File: config.mk
export PLATFORM = sky130hd
export DESIGN_NAME = rgb_fade_walk_sequencer
export DESIGN_NICKNAME = d
export VERILOG_FILES = /design/src/design/rfws_pkg.sv /design/src/design/rfws_queue.sv /design/src/design/rfws_front.sv /design/src/design/rfws_back.sv /design/src/design/rgb_fade_walk_sequencer.sv
export SDC_FILE = /design/constraint.sdc
export NUM_CORES = 1
export LEC_CHECK = 0
export ABC_AREA = 1
export BUFFER_PORTS_ARGS = -buffer_cell sky130_fd_sc_hd__buf_2
export CAP_MARGIN = 40
export CORE_MARGIN = 2
export CORE_UTILIZATION = 45
export CTS_BUF_LIST = sky130_fd_sc_hd__clkbuf_2 sky130_fd_sc_hd__clkbuf_4 sky130_fd_sc_hd__clkbuf_8
export DETAILED_ROUTE_END_ITERATION = 16
export SLEW_MARGIN = 30
export SYNTH_ARGS = -nofsm -noshare
export SYNTH_HDL_FRONTEND = slang
export SYNTH_SLANG_ARGS = --single-unit
export TNS_END_PERCENT = 20
File: constraint.sdc
create_clock -name clk -period 12.8 [get_ports clk]
set_clock_uncertainty 0.05 [all_clocks]
set_input_delay 1.28 -clock clk [delete_from_list [all_inputs] [get_ports clk]]
set_output_delay 1.28 -clock clk [all_outputs]
set_load 0.03 [all_outputs]
File: src/design/rfws_pkg.sv
// rfws_pkg: shared types and constants of the rgb fade walk sequencer
`timescale 1ns / 1ps
package rfws_pkg;

  // phase codes of the sequencer
  localparam logic [2:0] PH_INIT      = 3'd0;
  localparam logic [2:0] PH_TO_DIM    = 3'd1;
  localparam logic [2:0] PH_TO_FULL   = 3'd2;
  localparam logic [2:0] PH_HOLD      = 3'd3;
  localparam logic [2:0] PH_FROM_FULL = 3'd4;
  localparam logic [2:0] PH_TO_WHITE  = 3'd5;
  localparam logic [2:0] PH_ADVANCE   = 3'd6;

  // colour codes
  localparam logic [1:0] COL_RED   = 2'd0;
  localparam logic [1:0] COL_GREEN = 2'd1;
  localparam logic [1:0] COL_BLUE  = 2'd2;

  localparam logic [7:0] FULL_LEVEL = 8'd255;
  localparam logic [7:0] DIM_RESET  = 8'd8;

  // widths of fixed fields
  localparam int LED_NUM_W = 6;
  localparam int STEP_W    = 4;
  localparam int PROD_W    = 12;

  // reciprocal multiply for the ramp divide
  localparam int RECIP_SHIFT = 24;
  localparam int RECIP_W     = RECIP_SHIFT + 1;
  localparam int QPROD_W     = PROD_W + RECIP_W;

  // command queue between front and back
  localparam int QUEUE_DEPTH = 2;
  localparam int QPTR_W      = 1;
  localparam int QCNT_W      = 2;

  // one command from the front: an init sweep or one ramp write
  typedef struct packed {
    logic                 init;
    logic [2:0]           phase;
    logic [1:0]           colour;
    logic [LED_NUM_W-1:0] led;
    logic [STEP_W-1:0]    step;
  } cmd_t;

  // one write travelling down the back pipeline
  typedef struct packed {
    logic                 init;
    logic                 last;
    logic [2:0]           phase;
    logic [1:0]           colour;
    logic [LED_NUM_W-1:0] led;
    logic                 down;
    logic [7:0]           base;
  } item_t;

endpackage

File: src/design/rfws_queue.sv
// rfws_queue: short command queue between the front and the back
`timescale 1ns / 1ps
module rfws_queue
  import rfws_pkg::*;
(
  input  logic clk,
  input  logic rst_n,
  input  logic push,
  input  cmd_t push_cmd,
  output logic full,
  output logic head_valid,
  output cmd_t head_cmd,
  input  logic pop
);

  cmd_t              entry_r [QUEUE_DEPTH];
  logic [QPTR_W-1:0] wr_ptr_r, wr_ptr_nxt;
  logic [QPTR_W-1:0] rd_ptr_r, rd_ptr_nxt;
  logic [QCNT_W-1:0] count_r, count_nxt;
  logic              do_push, do_pop;

  assign full       = (count_r == QCNT_W'(QUEUE_DEPTH));
  assign head_valid = (count_r != '0);
  assign head_cmd   = entry_r[rd_ptr_r];

  assign do_push = push && !full;
  assign do_pop  = pop && head_valid;

  // pointer and count update
  always_comb begin
    wr_ptr_nxt = do_push ? wr_ptr_r + 1'b1 : wr_ptr_r;
    rd_ptr_nxt = do_pop ? rd_ptr_r + 1'b1 : rd_ptr_r;
    count_nxt  = count_r;
    if (do_push && !do_pop) begin
      count_nxt = count_r + 1'b1;
    end else if (do_pop && !do_push) begin
      count_nxt = count_r - 1'b1;
    end
  end

  always_ff @(posedge clk) begin
    if (!rst_n) begin
      wr_ptr_r <= '0;
      rd_ptr_r <= '0;
      count_r  <= '0;
    end else begin
      wr_ptr_r <= wr_ptr_nxt;
      rd_ptr_r <= rd_ptr_nxt;
      count_r  <= count_nxt;
    end
  end

  // entry storage
  always_ff @(posedge clk) begin
    if (do_push) begin
      entry_r[wr_ptr_r] <= push_cmd;
    end
  end

endmodule

File: src/design/rfws_front.sv
// rfws_front: tick intake, sequencer state, dim level register, command issue
`timescale 1ns / 1ps
module rfws_front
  import rfws_pkg::*;
#(
  parameter int LED_COUNT = 4,
  parameter int STEPS     = 10
) (
  input  logic       clk,
  input  logic       rst_n,
  input  logic       in_valid,
  output logic       in_stall,
  input  logic       in_waiting_mode,
  input  logic       cfg_valid,
  output logic       cfg_ready,
  input  logic [7:0] cfg_dim_level,
  output logic [7:0] dim_level,
  output logic       cmd_push,
  output cmd_t       cmd,
  input  logic       cmd_full
);

  localparam int LED_W = (LED_COUNT > 1) ? $clog2(LED_COUNT) : 1;

  logic [2:0]        phase_r, phase_nxt;
  logic [STEP_W-1:0] step_r, step_nxt;
  logic [1:0]        colour_r, colour_nxt;
  logic [LED_W-1:0]  led_r, led_nxt;
  logic [7:0]        dim_r;
  logic              accept;

  assign in_stall  = cmd_full;
  assign accept    = in_valid && !cmd_full;
  assign cfg_ready = 1'b1;
  assign dim_level = dim_r;

  // command fields come from the state before the update
  always_comb begin
    cmd.init   = 1'b0;
    cmd.phase  = phase_r;
    cmd.colour = colour_r;
    cmd.led    = LED_NUM_W'(led_r);
    cmd.step   = step_r;
    cmd_push   = 1'b0;
    phase_nxt  = phase_r;
    step_nxt   = step_r;
    colour_nxt = colour_r;
    led_nxt    = led_r;
    if (accept) begin
      if (!in_waiting_mode) begin
        phase_nxt  = PH_INIT;
        step_nxt   = '0;
        colour_nxt = COL_RED;
        led_nxt    = '0;
      end else begin
        unique case (phase_r) inside
          PH_TO_DIM, PH_TO_FULL, PH_HOLD, PH_FROM_FULL, PH_TO_WHITE: begin
            cmd_push = 1'b1;
            if (phase_r == PH_HOLD) begin
              phase_nxt = PH_FROM_FULL;
            end else if (step_r >= STEP_W'(STEPS)) begin
              step_nxt  = '0;
              phase_nxt = phase_r + 3'd1;
            end else begin
              step_nxt = step_r + 1'b1;
            end
          end
          PH_ADVANCE: begin
            phase_nxt = PH_TO_DIM;
            if (colour_r == COL_BLUE) begin
              colour_nxt = COL_RED;
              led_nxt    = (led_r == LED_W'(LED_COUNT - 1)) ? '0 : led_r + 1'b1;
            end else begin
              colour_nxt = colour_r + 2'd1;
            end
          end
          default: begin
            // initialise, also for codes that are never reached
            cmd.init  = 1'b1;
            cmd_push  = 1'b1;
            phase_nxt = PH_TO_DIM;
            step_nxt  = '0;
          end
        endcase
      end
    end
  end

  // sequencer state
  always_ff @(posedge clk) begin
    if (!rst_n) begin
      phase_r  <= PH_INIT;
      step_r   <= '0;
      colour_r <= COL_RED;
      led_r    <= '0;
    end else begin
      phase_r  <= phase_nxt;
      step_r   <= step_nxt;
      colour_r <= colour_nxt;
      led_r    <= led_nxt;
    end
  end

  // dim level register
  always_ff @(posedge clk) begin
    if (!rst_n) begin
      dim_r <= DIM_RESET;
    end else if (cfg_valid) begin
      dim_r <= cfg_dim_level;
    end
  end

endmodule

File: src/design/rfws_back.sv
// rfws_back: expands commands into led writes through the ramp pipeline
`timescale 1ns / 1ps
module rfws_back
  import rfws_pkg::*;
#(
  parameter int LED_COUNT = 4,
  parameter int STEPS     = 10
) (
  input  logic                 clk,
  input  logic                 rst_n,
  input  logic [7:0]           dim_level,
  input  logic                 head_valid,
  input  cmd_t                 head_cmd,
  output logic                 pop,
  output logic                 out_valid,
  input  logic                 out_stall,
  output logic [LED_NUM_W-1:0] out_led_number,
  output logic [7:0]           out_red_level,
  output logic [7:0]           out_green_level,
  output logic [7:0]           out_blue_level,
  output logic                 out_last_write
);

  localparam int LED_W = (LED_COUNT > 1) ? $clog2(LED_COUNT) : 1;
  localparam logic [RECIP_W-1:0] RECIP =
    RECIP_W'(((64'd1 << RECIP_SHIFT) + 64'(STEPS) - 64'd1) / 64'(STEPS));

  logic              adv;
  logic [LED_W-1:0]  init_cnt_r, init_cnt_nxt;
  logic              init_last;
  item_t             issue;
  logic [7:0]        diff;
  logic [PROD_W-1:0] prod;

  logic              s1_valid_r;
  item_t             s1_item_r;
  logic [PROD_W-1:0] s1_prod_r;

  logic               s2_valid_r;
  item_t              s2_item_r;
  logic [7:0]         s2_quot_r;
  logic [QPROD_W-1:0] qprod;

  logic       out_valid_r;
  logic [LED_NUM_W-1:0] out_led_r;
  logic [7:0] out_red_r, out_green_r, out_blue_r;
  logic       out_last_r;
  logic [7:0] ramp_val;
  logic [7:0] sel_val, other_val;
  logic [7:0] red_nxt, green_nxt, blue_nxt;

  // whole pipeline moves when the output register can take a write
  assign adv = !out_valid_r || !out_stall;

  // issue: one write per cycle while adv is high; init commands sweep over all leds
  assign init_last = (init_cnt_r == LED_W'(LED_COUNT - 1));
  assign pop       = adv && head_valid && (!head_cmd.init || init_last);

  always_comb begin
    init_cnt_nxt = init_cnt_r;
    if (head_valid && head_cmd.init) begin
      init_cnt_nxt = init_last ? '0 : init_cnt_r + 1'b1;
    end
  end

  // ramp operands per phase
  always_comb begin
    issue.init   = head_cmd.init;
    issue.last   = head_cmd.init ? init_last : 1'b1;
    issue.phase  = head_cmd.phase;
    issue.colour = head_cmd.colour;
    issue.led    = head_cmd.init ? LED_NUM_W'(init_cnt_r) : head_cmd.led;
    issue.down   = 1'b0;
    issue.base   = 8'd0;
    diff         = 8'd0;
    unique case (head_cmd.phase)
      PH_TO_DIM: begin
        issue.base = dim_level;
        issue.down = 1'b1;
        diff       = dim_level;
      end
      PH_TO_FULL: begin
        issue.base = dim_level;
        diff       = FULL_LEVEL - dim_level;
      end
      PH_FROM_FULL: begin
        issue.base = FULL_LEVEL;
        issue.down = 1'b1;
        diff       = FULL_LEVEL - dim_level;
      end
      PH_TO_WHITE: begin
        diff = dim_level;
      end
      default: begin
        diff = 8'd0;
      end
    endcase
    // a downward ramp rounds its step toward the target
    prod = PROD_W'(diff) * PROD_W'(head_cmd.step);
    if (issue.down) begin
      prod = prod + PROD_W'(STEPS - 1);
    end
  end

  // divide by the step count through the reciprocal
  assign qprod = QPROD_W'(s1_prod_r) * QPROD_W'(RECIP);

  // final ramp value and channel assembly
  always_comb begin
    ramp_val  = s2_item_r.down ? s2_item_r.base - s2_quot_r : s2_item_r.base + s2_quot_r;
    sel_val   = 8'd0;
    other_val = 8'd0;
    unique case (s2_item_r.phase) inside
      PH_TO_DIM, PH_TO_WHITE: begin
        sel_val   = dim_level;
        other_val = ramp_val;
      end
      PH_TO_FULL, PH_FROM_FULL: begin
        sel_val = ramp_val;
      end
      PH_HOLD: begin
        sel_val = FULL_LEVEL;
      end
      default: begin
        sel_val = 8'd0;
      end
    endcase
    red_nxt   = (s2_item_r.colour == COL_RED)   ? sel_val : other_val;
    green_nxt = (s2_item_r.colour == COL_GREEN) ? sel_val : other_val;
    blue_nxt  = (s2_item_r.colour == COL_BLUE)  ? sel_val : other_val;
    if (s2_item_r.init) begin
      red_nxt   = dim_level;
      green_nxt = dim_level;
      blue_nxt  = dim_level;
    end
  end

  // control registers
  always_ff @(posedge clk) begin
    if (!rst_n) begin
      s1_valid_r  <= 1'b0;
      s2_valid_r  <= 1'b0;
      out_valid_r <= 1'b0;
      init_cnt_r  <= '0;
    end else if (adv) begin
      s1_valid_r  <= head_valid;
      s2_valid_r  <= s1_valid_r;
      out_valid_r <= s2_valid_r;
      init_cnt_r  <= init_cnt_nxt;
    end
  end

  // payload registers
  always_ff @(posedge clk) begin
    if (adv) begin
      s1_item_r   <= issue;
      s1_prod_r   <= prod;
      s2_item_r   <= s1_item_r;
      s2_quot_r   <= qprod[RECIP_SHIFT +: 8];
      out_led_r   <= s2_item_r.led;
      out_red_r   <= red_nxt;
      out_green_r <= green_nxt;
      out_blue_r  <= blue_nxt;
      out_last_r  <= s2_item_r.last;
    end
  end

  assign out_valid       = out_valid_r;
  assign out_led_number  = out_led_r;
  assign out_red_level   = out_red_r;
  assign out_green_level = out_green_r;
  assign out_blue_level  = out_blue_r;
  assign out_last_write  = out_last_r;

endmodule

File: src/design/rgb_fade_walk_sequencer.sv
// rgb_fade_walk_sequencer: top level of the led waiting-animation sequencer
//
// Usage: each input transaction is one animation tick carrying in_waiting_mode.
// A tick with the mode bit clear returns the sequencer to its start and makes
// no write. The first tick after that paints all LED_COUNT leds dim white, and
// later ticks walk red, green and blue fades over one led at a time, one led
// write per tick, with an empty tick between colours.
// Each write leaves on the out_ channel; out_last_write marks the final write
// of a tick. cfg_dim_level sets the dim level (reset 8); cfg_ready is always
// high. The user writes the port only while no tick is in flight; the block
// itself does not enforce this. A tick's first write passes the command queue
// and then issue, reciprocal multiply and channel assembly to the output.
// The back pipeline emits one write per cycle unless out_stall holds it; a ramp
// tick makes one write and the dim white sweep LED_COUNT writes. Ticks enter
// through a two-entry command queue; in_stall is high only while it is full.
// Reset clears the sequencer state, the queue and the pipeline at once.
// While out_stall is high and a write waits on the output, the whole back
// pipeline holds; the front keeps taking ticks until the queue fills.
`timescale 1ns / 1ps
module rgb_fade_walk_sequencer
  import rfws_pkg::*;
#(
  parameter int LED_COUNT = 4,
  parameter int STEPS     = 10
) (
  input  logic       clk,
  input  logic       rst_n,
  input  logic       in_valid,
  output logic       in_stall,
  input  logic       in_waiting_mode,
  output logic       out_valid,
  input  logic       out_stall,
  output logic [5:0] out_led_number,
  output logic [7:0] out_red_level,
  output logic [7:0] out_green_level,
  output logic [7:0] out_blue_level,
  output logic       out_last_write,
  input  logic       cfg_valid,
  output logic       cfg_ready,
  input  logic [7:0] cfg_dim_level
);

  logic [7:0] dim_level;
  logic       cmd_push;
  cmd_t       cmd;
  logic       cmd_full;
  logic       head_valid;
  cmd_t       head_cmd;
  logic       pop;

  // tick intake and sequencer state
  rfws_front #(
    .LED_COUNT (LED_COUNT),
    .STEPS     (STEPS)
  ) u_front (
    .clk             (clk),
    .rst_n           (rst_n),
    .in_valid        (in_valid),
    .in_stall        (in_stall),
    .in_waiting_mode (in_waiting_mode),
    .cfg_valid       (cfg_valid),
    .cfg_ready       (cfg_ready),
    .cfg_dim_level   (cfg_dim_level),
    .dim_level       (dim_level),
    .cmd_push        (cmd_push),
    .cmd             (cmd),
    .cmd_full        (cmd_full)
  );

  // command queue
  rfws_queue u_queue (
    .clk        (clk),
    .rst_n      (rst_n),
    .push       (cmd_push),
    .push_cmd   (cmd),
    .full       (cmd_full),
    .head_valid (head_valid),
    .head_cmd   (head_cmd),
    .pop        (pop)
  );

  // write generation
  rfws_back #(
    .LED_COUNT (LED_COUNT),
    .STEPS     (STEPS)
  ) u_back (
    .clk             (clk),
    .rst_n           (rst_n),
    .dim_level       (dim_level),
    .head_valid      (head_valid),
    .head_cmd        (head_cmd),
    .pop             (pop),
    .out_valid       (out_valid),
    .out_stall       (out_stall),
    .out_led_number  (out_led_number),
    .out_red_level   (out_red_level),
    .out_green_level (out_green_level),
    .out_blue_level  (out_blue_level),
    .out_last_write  (out_last_write)
  );

endmodule
==> impl_metrics.tcl, run 1 <==
set metrics [dict create \
    status "completed" \
    path_cells "inv_8 -> nand2_4 -> nand2_4 -> nand3_1 -> nand2_1 -> o21ai_0 -> nor2_1 -> fa_1 -> inv_1 -> fa_1 -> inv_1 -> ha_1 -> nand2_1 -> nand2_1 -> inv_1 -> nand2_1 -> nand2_1 -> nand2_1 -> nor2_2 -> nand2_1 -> o21bai_1 -> nand4_1 -> nand2_1 -> inv_1" \
    fill_cells 2253 \
    final_hold_viol_count 0 \
    drt-initial-drc-count 489 \
    viasPerCell 4.88 \
    antenna_found_initial 0 \
    grt_overflow 0 \
    cpPeakStageDelay_ns 0.80 \
    cp.arrival_ns 5.09 \
    cts_max_level 4 \
    cts.sinks 136 \
    setup_viol_count_final 0 \
    cp_common_cell "nand2_1" \
    postRouteAntennaNets 0 \
    die-height_um 158 \
    gp_congestion 0.881 \
    grt_pass1_wl_mm 36.2 \
    cp_top_family "simple AND/OR/NAND/NOR gates" \
    start_kind "flop" \
    tns_ns 0 \
    yosys_warnings 0 \
    portBuffers 42 \
    yosys.area.top_type "edfxtp_1" \
    fmax_mhz 203 \
    initial_utilization_pct 45.7 \
    dp.cells 1610 \
    die_area_um2 25000 \
    clk_pin_slew_ns 0.10 \
    fin_area_um2 11700 \
    routedWlPerCell_um 13.1 \
    stdcell_count 1642 \
    std_cell_rows 56 \
    grt_use_total_pct 18.1 \
    nets 1494 \
    period_minus_slack_ns 4.94 \
    ys_seq_area_share_pct 35.5 \
    worst-path-buf-inv 5 \
    worst_pin_slew_ns 0.717 \
    syn_area_per_cell_um2 8.48 \
    hp-start "u_back.s1_item_r[8]" \
    drv_slew 0 \
    wl_mm 21.5 \
    clk_latency_ns 0.45 \
    yosysTopAreaCellShare_pct 30.1 \
    yosysUniqueCellTypes 48 \
    ys_seq_elements 136 \
    root_buffer "clkbuf_8" \
    end_kind "flop" \
    slew_headroom_pct 52.1 \
    worstPathMaxFanout 19 \
    post-route-period-util_pct 38.6 \
    drv_cap 0 \
    n_antenna_cell 0 \
    cts_tree "done" \
    async_reset_ff_share_pct 0 \
    rsz0062_at_grt "false" \
    synth_edf_count 107 \
    cts.repair.resized 0 \
    crit_required_ns 12.95 \
    die_x_um 158 \
    cts_made_buffers 17 \
    synth-main-ff-cell "edfxtp_1" \
    core_um2 23400 \
    grt_max_degree 46 \
    synthTopCellsByArea "edfxtp_1 (30%), ha_1 (13%), fa_1 (11%)" \
    syn2layout_area_growth_pct 9.57 \
    critical_path_class "reg2reg" \
    dr_total_vias 8013 \
    ioPinCount 48 \
    cts_setup_buffers 0 \
    placed_cell_area_um2 11300 \
    cts.hold.buffers_added 0 \
    final_cell_mix "nand2_1 (258), inv_1 (250), ha_1 (113)" \
    first_pass_iters 5 \
    drive_above_1_share_pct 8.24 \
    drcViolationCount 0 \
    hold_path_class "reg2reg" \
    crit_slowest_cell "dfxtp_1" \
    synth_area_um2 10700 \
    clk_path_buf_depth 2 \
    hpwlAfterDp_mm 17.3 \
    first_global_vias 7750 \
    synthCells 1260 \
    mostFrequentLayoutCell "nand2_1" \
]
## through the flow
stage / worst slack (ns) / hold slack (ns) / util (%)
5_1_grt: 7.44 / 0.387 / 50.0
3_3_place_gp: 8.05 / 0.351 / 48.0
4_1_cts: 7.86 / 0.378 / 50.0
3_5_place_dp: 7.90 / 0.355 / 48.1
6_report: 7.86 / 0.379 / 50.0
2_1_floorplan: 8.17 / 0.350 / -
## cell usage after synthesis, types with 8 or more instances
cell      instances
fa_1             57
edfxtp_1        107
inv_1           250
nor3_1           14
o21ai_0          95
nand2_1         259
nand2_2           8
nor2_1           98
a21oi_1          58
dfxtp_1          29
clkbuf_1         10
xor2_1           18
nand3_1          53
ha_1            113
nand4_1          16
## flip-flops by register name, indices dropped and copies added (netlist names), 2 cells and up, named ones only
signal and count:
u_back.out_red_level 8, u_queue.entry_r 24, u_front.colour_r 2, u_back.s1_item_r 18
u_front.phase_r 3, u_front.led_r 2, u_back.s1_prod_r 12, u_back.out_green_level 8
u_front.step_r 4, u_queue.count_r 2, u_back.init_cnt_r 2, u_back.s2_quot_r 8
u_front.dim_level 8, u_back.out_blue_level 8, u_back.s2_item_r 18, u_back.out_led_number 2
## cells by family (layout without fill, tap and decap cells)
logic type      after synthesis  count (layout)  synth area share (%)
simple gates                473             473                  19.3
buf+inv                     271             331                  9.93
compound gates              183             183                  9.24
fa+ha+maj                   170             170                  23.9
flops                       136             136                  35.5
xor+xnor                     25              25                  2.05
other cells                   2               5                0.0703
## routing by layer
layer	GRT usage (%)	vias to the layer above	share of wire, %
met5	0	-	0
met4	5.11	0	1.7
met3	3.07	25	2.7
met2	31.0	141	48
met1	23.8	3683	48
li1	-	4164	-
## final timing paths
kind                          endpoint  slack [ns]  cells past startpoint
setup / recovery  u_back.s1_prod_r[11]        7.86                     24
hold / removal     u_back.s2_item_r[8]        0.38                      0
hold reg to reg    u_back.s2_item_r[8]        0.38                      0
setup reg to reg  u_back.s1_prod_r[11]        7.86                     24
## area by class of cell
| class | count | area, µm² | area share, % |
|---|---|---|---|
| multi-input cells | 856 | 5850 | 50.0 |
| well taps | 319 | 399 | 3.41 |
| inverters | 254 | 963 | 8.23 |
| clock buffers | 17 | 234 | 2.00 |
| clock inverters | 15 | 220 | 1.88 |
| flip-flops and latches | 136 | 3790 | 32.4 |
| repair buffers | 45 | 245 | 2.09 |
Power of run 1 is left out: the tool's default activity adds up to more than one toggle a clock period on the data nets, which glitch-free logic cannot reach.
==> run 2, diff against run 1 <==
- ABC_AREA: 1 -> 0
- clock period: 12.8 -> 4.16 ns (I/O delays scaled with it)
==> run 2 against run 1 <==
The flow now finishes with violations (setup timing). Fmax is 6.0% higher. Setup slack worse by 8.4 ns. Flip-flop and latch count stayed put. Global-route usage is 1.1 points higher. Cell area is 9.0% higher. Register-to-register slack worse by 8.4 ns. Synthesized cell count is 23% lower. Routed wire length is 0.28% higher. Utilization is 8.1 points higher. Largest cell class unchanged.
==> impl_metrics.tcl, run 2 <==
set metrics [dict create \
    cts.sinks 136 \
    violations "setup timing" \
    drv_cap 0 \
    netlist_top_cells_count "inv_1 (128), ha_1 (113), edfxtp_1 (107)" \
    fill_cells 1834 \
    synth_edf_count 107 \
    top_regs "u_queue.entry_r: 24 flops, u_back.s1_item_r: 18 flops, u_back.s2_item_r: 18 flops" \
    final_cell_mix "buf_4 (147), inv_1 (115), edfxtp_1 (107)" \
    yosysUniqueCellTypes 68 \
    cp_common_cell "fa_1" \
    cts.hold.buffers_added 0 \
    nets 1352 \
    hpwlAfterDp_mm 17.0 \
    synth-main-ff-cell "edfxtp_1" \
    cts_max_level 4 \
    synth_area_um2 10100 \
    postRouteAntennaNets 0 \
    grt_use_total_pct 19.2 \
    portBuffers 42 \
    viasPerCell 5.12 \
    critical_path_class "reg2reg" \
    std_cell_rows 54 \
    final_core_util_pct 58.1 \
    mostFrequentLayoutCell "buf_4" \
    clk_latency_ns 0.46 \
    final_hold_viol_count 0 \
    clk_pin_slew_ns 0.09 \
    largest_register_ffs 24 \
    slew_headroom_pct 48.3 \
    cpPeakStageDelay_ns 0.54 \
    syn2layout_area_growth_pct 25.9 \
    fmax_mhz 215 \
    multiInputGateArea_um2 6240 \
    yosysTopAreaCellShare_pct 31.7 \
    ys_seq_elements 136 \
    post-route-period-util_pct 112 \
    worst_pin_slew_ns 0.773 \
    drv_slew 0 \
    root_buffer "clkbuf_8" \
    setup_ws_ns -0.497 \
    die_area_um2 23700 \
    drive_above_1_share_pct 28.8 \
    yosys.area.top_type "edfxtp_1" \
    dr_total_vias 7485 \
    path_cells "buf_6 -> ha_4 -> inv_1 -> fa_1 -> fa_2 -> fa_1 -> fa_1 -> inv_1 -> ha_1 -> a21o_1 -> a21o_1 -> o221a_4 -> o21ai_2 -> o21ai_2 -> nor4b_2 -> a211oi_1" \
    die-height_um 154 \
    crit_required_ns 4.30 \
    first_global_vias 7636 \
    worstPathMaxFanout 3 \
    tns_ns -4.30 \
    wl_mm 21.5 \
    antenna_found_initial 1 \
    yosys_warnings 0 \
    die_x_um 154 \
    worst-path-buf-inv 3 \
    first_pass_iters 5 \
    cts_tree "done" \
    cp_top_family "adder cells" \
    setup_viol_count_final 13 \
    period_minus_slack_ns 4.66 \
    grt_overflow 0 \
    yosysMostFrequentCell "inv_1" \
    clk_path_buf_depth 2 \
    async_reset_ff_share_pct 0 \
    ys_seq_area_share_pct 37.4 \
    initial_utilization_pct 46.2 \
    regArea_um2 3800 \
    hold_path_class "in2reg" \
    crit_slowest_cell "fa_2" \
    grt_pass1_wl_mm 36.6 \
    status "finished, violations left" \
    synthCells 970 \
    end_kind "flop" \
    dp.cells 1411 \
    cts_made_buffers 17 \
    ioPinCount 48 \
    start_kind "flop" \
    drcViolationCount 0 \
    stdcell_count 1462 \
    core_um2 22000 \
    drt-initial-drc-count 338 \
    synthTopCellsByArea "edfxtp_1 (32%), ha_1 (14%), fa_1 (11%)" \
    cp.arrival_ns 4.80 \
    gp_congestion 0.834 \
    regMostFlops "u_queue.entry_r" \
    rsz0062_at_grt "true" \
    routedWlPerCell_um 14.7 \
    grt_max_degree 50 \
    syn_area_per_cell_um2 10.4 \
]
run 2: cell types whose count changed after synthesis, sizes merged, moves of 10 or more:
| cell | previous run | this run |
|---|---|---|
| nand3 | 57 | 14 |
| nand2 | 272 | 41 |
| inv | 253 | 128 |
| nand2b | 0 | 11 |
| xnor2 | 7 | 28 |
| a21oi | 58 | 39 |
| mux2i | 0 | 20 |
| a21o | 4 | 20 |
| a211oi | 3 | 18 |
| nand4 | 17 | 5 |
| nor2b | 0 | 29 |
| or2 | 3 | 13 |
| o21ai | 100 | 33 |
run 2: per-layer routing:
| layer | track usage (%) | part of all wire [%] | up-vias |
|---|---|---|---|
| met5 | 0 | 0 | - |
| met4 | 4.14 | 1.2 | 0 |
| met3 | 3.58 | 3.3 | 23 |
| met2 | 33.2 | 50 | 97 |
| met1 | 25.4 | 46 | 3585 |
| li1 | - | - | 3780 |
run 2: cell type report:
type	count	area share [%]
Inverter	128	3.78
Tap cell	280	2.74
Clock inverter	15	1.76
Timing Repair Buffer	197	11.2
Clock buffer	17	1.83
Multi-Input combinational cell	688	48.9
Antenna cell	1	0.0196
Sequential cell	136	29.8
run 2: per-stage QoR:
step / instance area (µm²) / hold slack [ns] / worst slack [ns]
global route: 12800 / 0.119 / -0.651
CTS: 12600 / 0.112 / -0.506
floorplan: 10300 / 0.350 / -0.385
detailed placement: 11800 / 0.355 / -0.604
finish: 12800 / 0.132 / -0.497
global placement: 11800 / 0.350 / -0.547
run 2: final timing paths:
kind	from	endpoint	slack, ns	cells after the start
hold reg to reg	u_back.s1_item_r[18]	u_back.s2_item_r[18]	0.37	0
hold / removal	cfg_dim_level[3]	u_front.dim_level[3]	0.13	3
setup reg to reg	u_back.s1_prod_r[10]	u_back.s2_quot_r[3]	-0.50	16
setup / recovery	u_back.s1_prod_r[10]	u_back.s2_quot_r[3]	-0.50	16
run 2: cell families (layout without fill, tap and decap cells):
logic type	after synthesis	count (layout)	share of synthesized area, %
buffers and inverters	149	357	5.79
and+or+nand+nor	266	266	12.8
other	2	6	0.0741
DFF	136	136	37.4
xor gates and xnor gates	43	43	3.86
muxes	26	26	2.80
adders and majority gates	170	170	25.2
AOI/OAI and AO/OA	178	178	12.0
run 2: worst min-delay path, stage by stage:
cell and delay (ns):
buf_2 0.08, mux2i_1 0.06, nand2_1 0.06
run 2: timing repair:
item	CTS	global route
pin swaps	45	9
gates resized for setup	59	21
endpoints found under the setup margin	15	16
setup buffers	14	3
Power of run 2 is left out for the same reason.
==> run 3, diff against run 2 <==
- SETUP_SLACK_MARGIN: default -> 0.2
==> run 3 against run 2 <==
The flow still finishes with violations (setup timing). Global-route usage about the same. Cell count unchanged. Critical path depth unchanged. Critical endpoint unchanged. Largest cell class unchanged.
==> impl_metrics.tcl, run 3 (synthesis gave the netlist of run 2 again) <==
set metrics [dict create \
    status "finished, violations left" \
    violations "setup timing" \
    setup_viol_count_final 13 \
    cts_made_buffers 17 \
    drv_slew 0 \
    dr_total_vias 7468 \
    root_buffer "clkbuf_8" \
    cts.sinks 136 \
    gp_congestion 0.834 \
    die_x_um 154 \
    grt_max_degree 50 \
    wl_mm 21.5 \
    final_core_util_pct 58.1 \
    regMostFlops "u_queue.entry_r" \
    top_regs "u_queue.entry_r: 24 flops, u_back.s1_item_r: 18 flops, u_back.s2_item_r: 18 flops" \
    stdcell_count 1462 \
    grt_overflow 0 \
    largest_register_ffs 24 \
    critical_path_class "reg2reg" \
    std_cell_rows 54 \
    grt_use_total_pct 19.3 \
    clk_path_buf_depth 2 \
    start_kind "flop" \
    period_minus_slack_ns 4.66 \
    clk_pin_slew_ns 0.09 \
    die-height_um 154 \
    setup_ws_ns -0.495 \
    crit_required_ns 4.31 \
    hold_path_class "in2reg" \
    clk_latency_ns 0.46 \
    drv_cap 0 \
    initial_utilization_pct 46.2 \
    drcViolationCount 0 \
    hpwlAfterDp_mm 17.0 \
    slew_headroom_pct 47.4 \
    syn2layout_area_growth_pct 26.0 \
    end_kind "flop" \
    viasPerCell 5.11 \
    fmax_mhz 215 \
    cts_tree "done" \
    final_cell_mix "buf_4 (147), inv_1 (115), edfxtp_1 (107)" \
    routedWlPerCell_um 14.7 \
    core_um2 22000 \
    worstPathMaxFanout 3 \
    first_pass_iters 5 \
    die_area_um2 23700 \
    antenna_found_initial 1 \
    ioPinCount 48 \
    drive_above_1_share_pct 28.8 \
    nets 1352 \
    dp.cells 1411 \
    post-route-period-util_pct 112 \
    postRouteAntennaNets 0 \
    cts.hold.buffers_added 0 \
    first_global_vias 7626 \
    worst_pin_slew_ns 0.788 \
    cp.arrival_ns 4.80 \
    drt-initial-drc-count 378 \
    final_hold_viol_count 0 \
    grt_pass1_wl_mm 36.7 \
    cts_max_level 4 \
    portBuffers 42 \
    pre_cts_slack_ns -0.604 \
    mostFrequentLayoutCell "buf_4" \
    rsz0062_at_grt "true" \
]
==> run 3: cell counts in the layout (fill, tap and decap cells not counted) <==
Identical to the previous run, type by type.
==> run 3: critical path, cell delays in order, from the launching register on <==
cell and delay [ns]:
edfxtp_1 0.43, buf_6 0.15, ha_4 0.26, inv_1 0.04, fa_1 0.45, fa_2 0.54, fa_1 0.43, fa_1 0.50
inv_1 0.04, ha_1 0.30, a21o_1 0.23, a21o_1 0.20, o221a_4 0.26, o21ai_2 0.13, o21ai_2 0.08, nor4b_2 0.25
a211oi_1 0.06
==> run 3: path summary, 6_finish.rpt <==
check	startpoint	endpoint	slack, ns	depth (start not counted)
worst min register to register	u_back.s1_item_r[18]	u_back.s2_item_r[18]	0.38	0
worst min-delay path	cfg_dim_level[3]	u_front.dim_level[3]	0.13	3
worst max-delay path	u_back.s1_prod_r[10]	u_back.s2_quot_r[3]	-0.50	16
worst max register to register	u_back.s1_prod_r[10]	u_back.s2_quot_r[3]	-0.50	16
==> run 3: repair_timing <==
action                     in CTS  in global routing
gates resized for setup        62                 18
pin swaps                      48                  8
buffers inserted               14                  3
setup endpoints to repair      16                 16
==> run 3: layout make-up <==
cell class,count,area [µm²]
repair buffers,197,1430
clock buffers,17,234
inverters,128,483
fillers,1830,9190
well taps,280,350
multi-input cells,688,6240
diodes,1,2.50
clock inverters,15,225
flip-flops and latches,136,3800
==> run 3: through the flow <==
stage | hold slack (ns) | TNS, ns | cell area (µm²)
final | 0.129 | -4.29 | 12800
after global routing | 0.119 | -6.98 | 12800
after CTS | 0.112 | -4.40 | 12600
after detailed placement | 0.355 | -6.18 | 11800
after global placement | 0.350 | -5.43 | 11800
after floorplan | 0.350 | -3.43 | 10300
==> run 3: layer usage <==
layer  GRT usage, %  wire length (µm)
met2           33.3             10700
met3           3.58               715
met5              0                 0
met4           4.05               282
met1           25.4              9850
Power of run 3 is left out for the same reason.
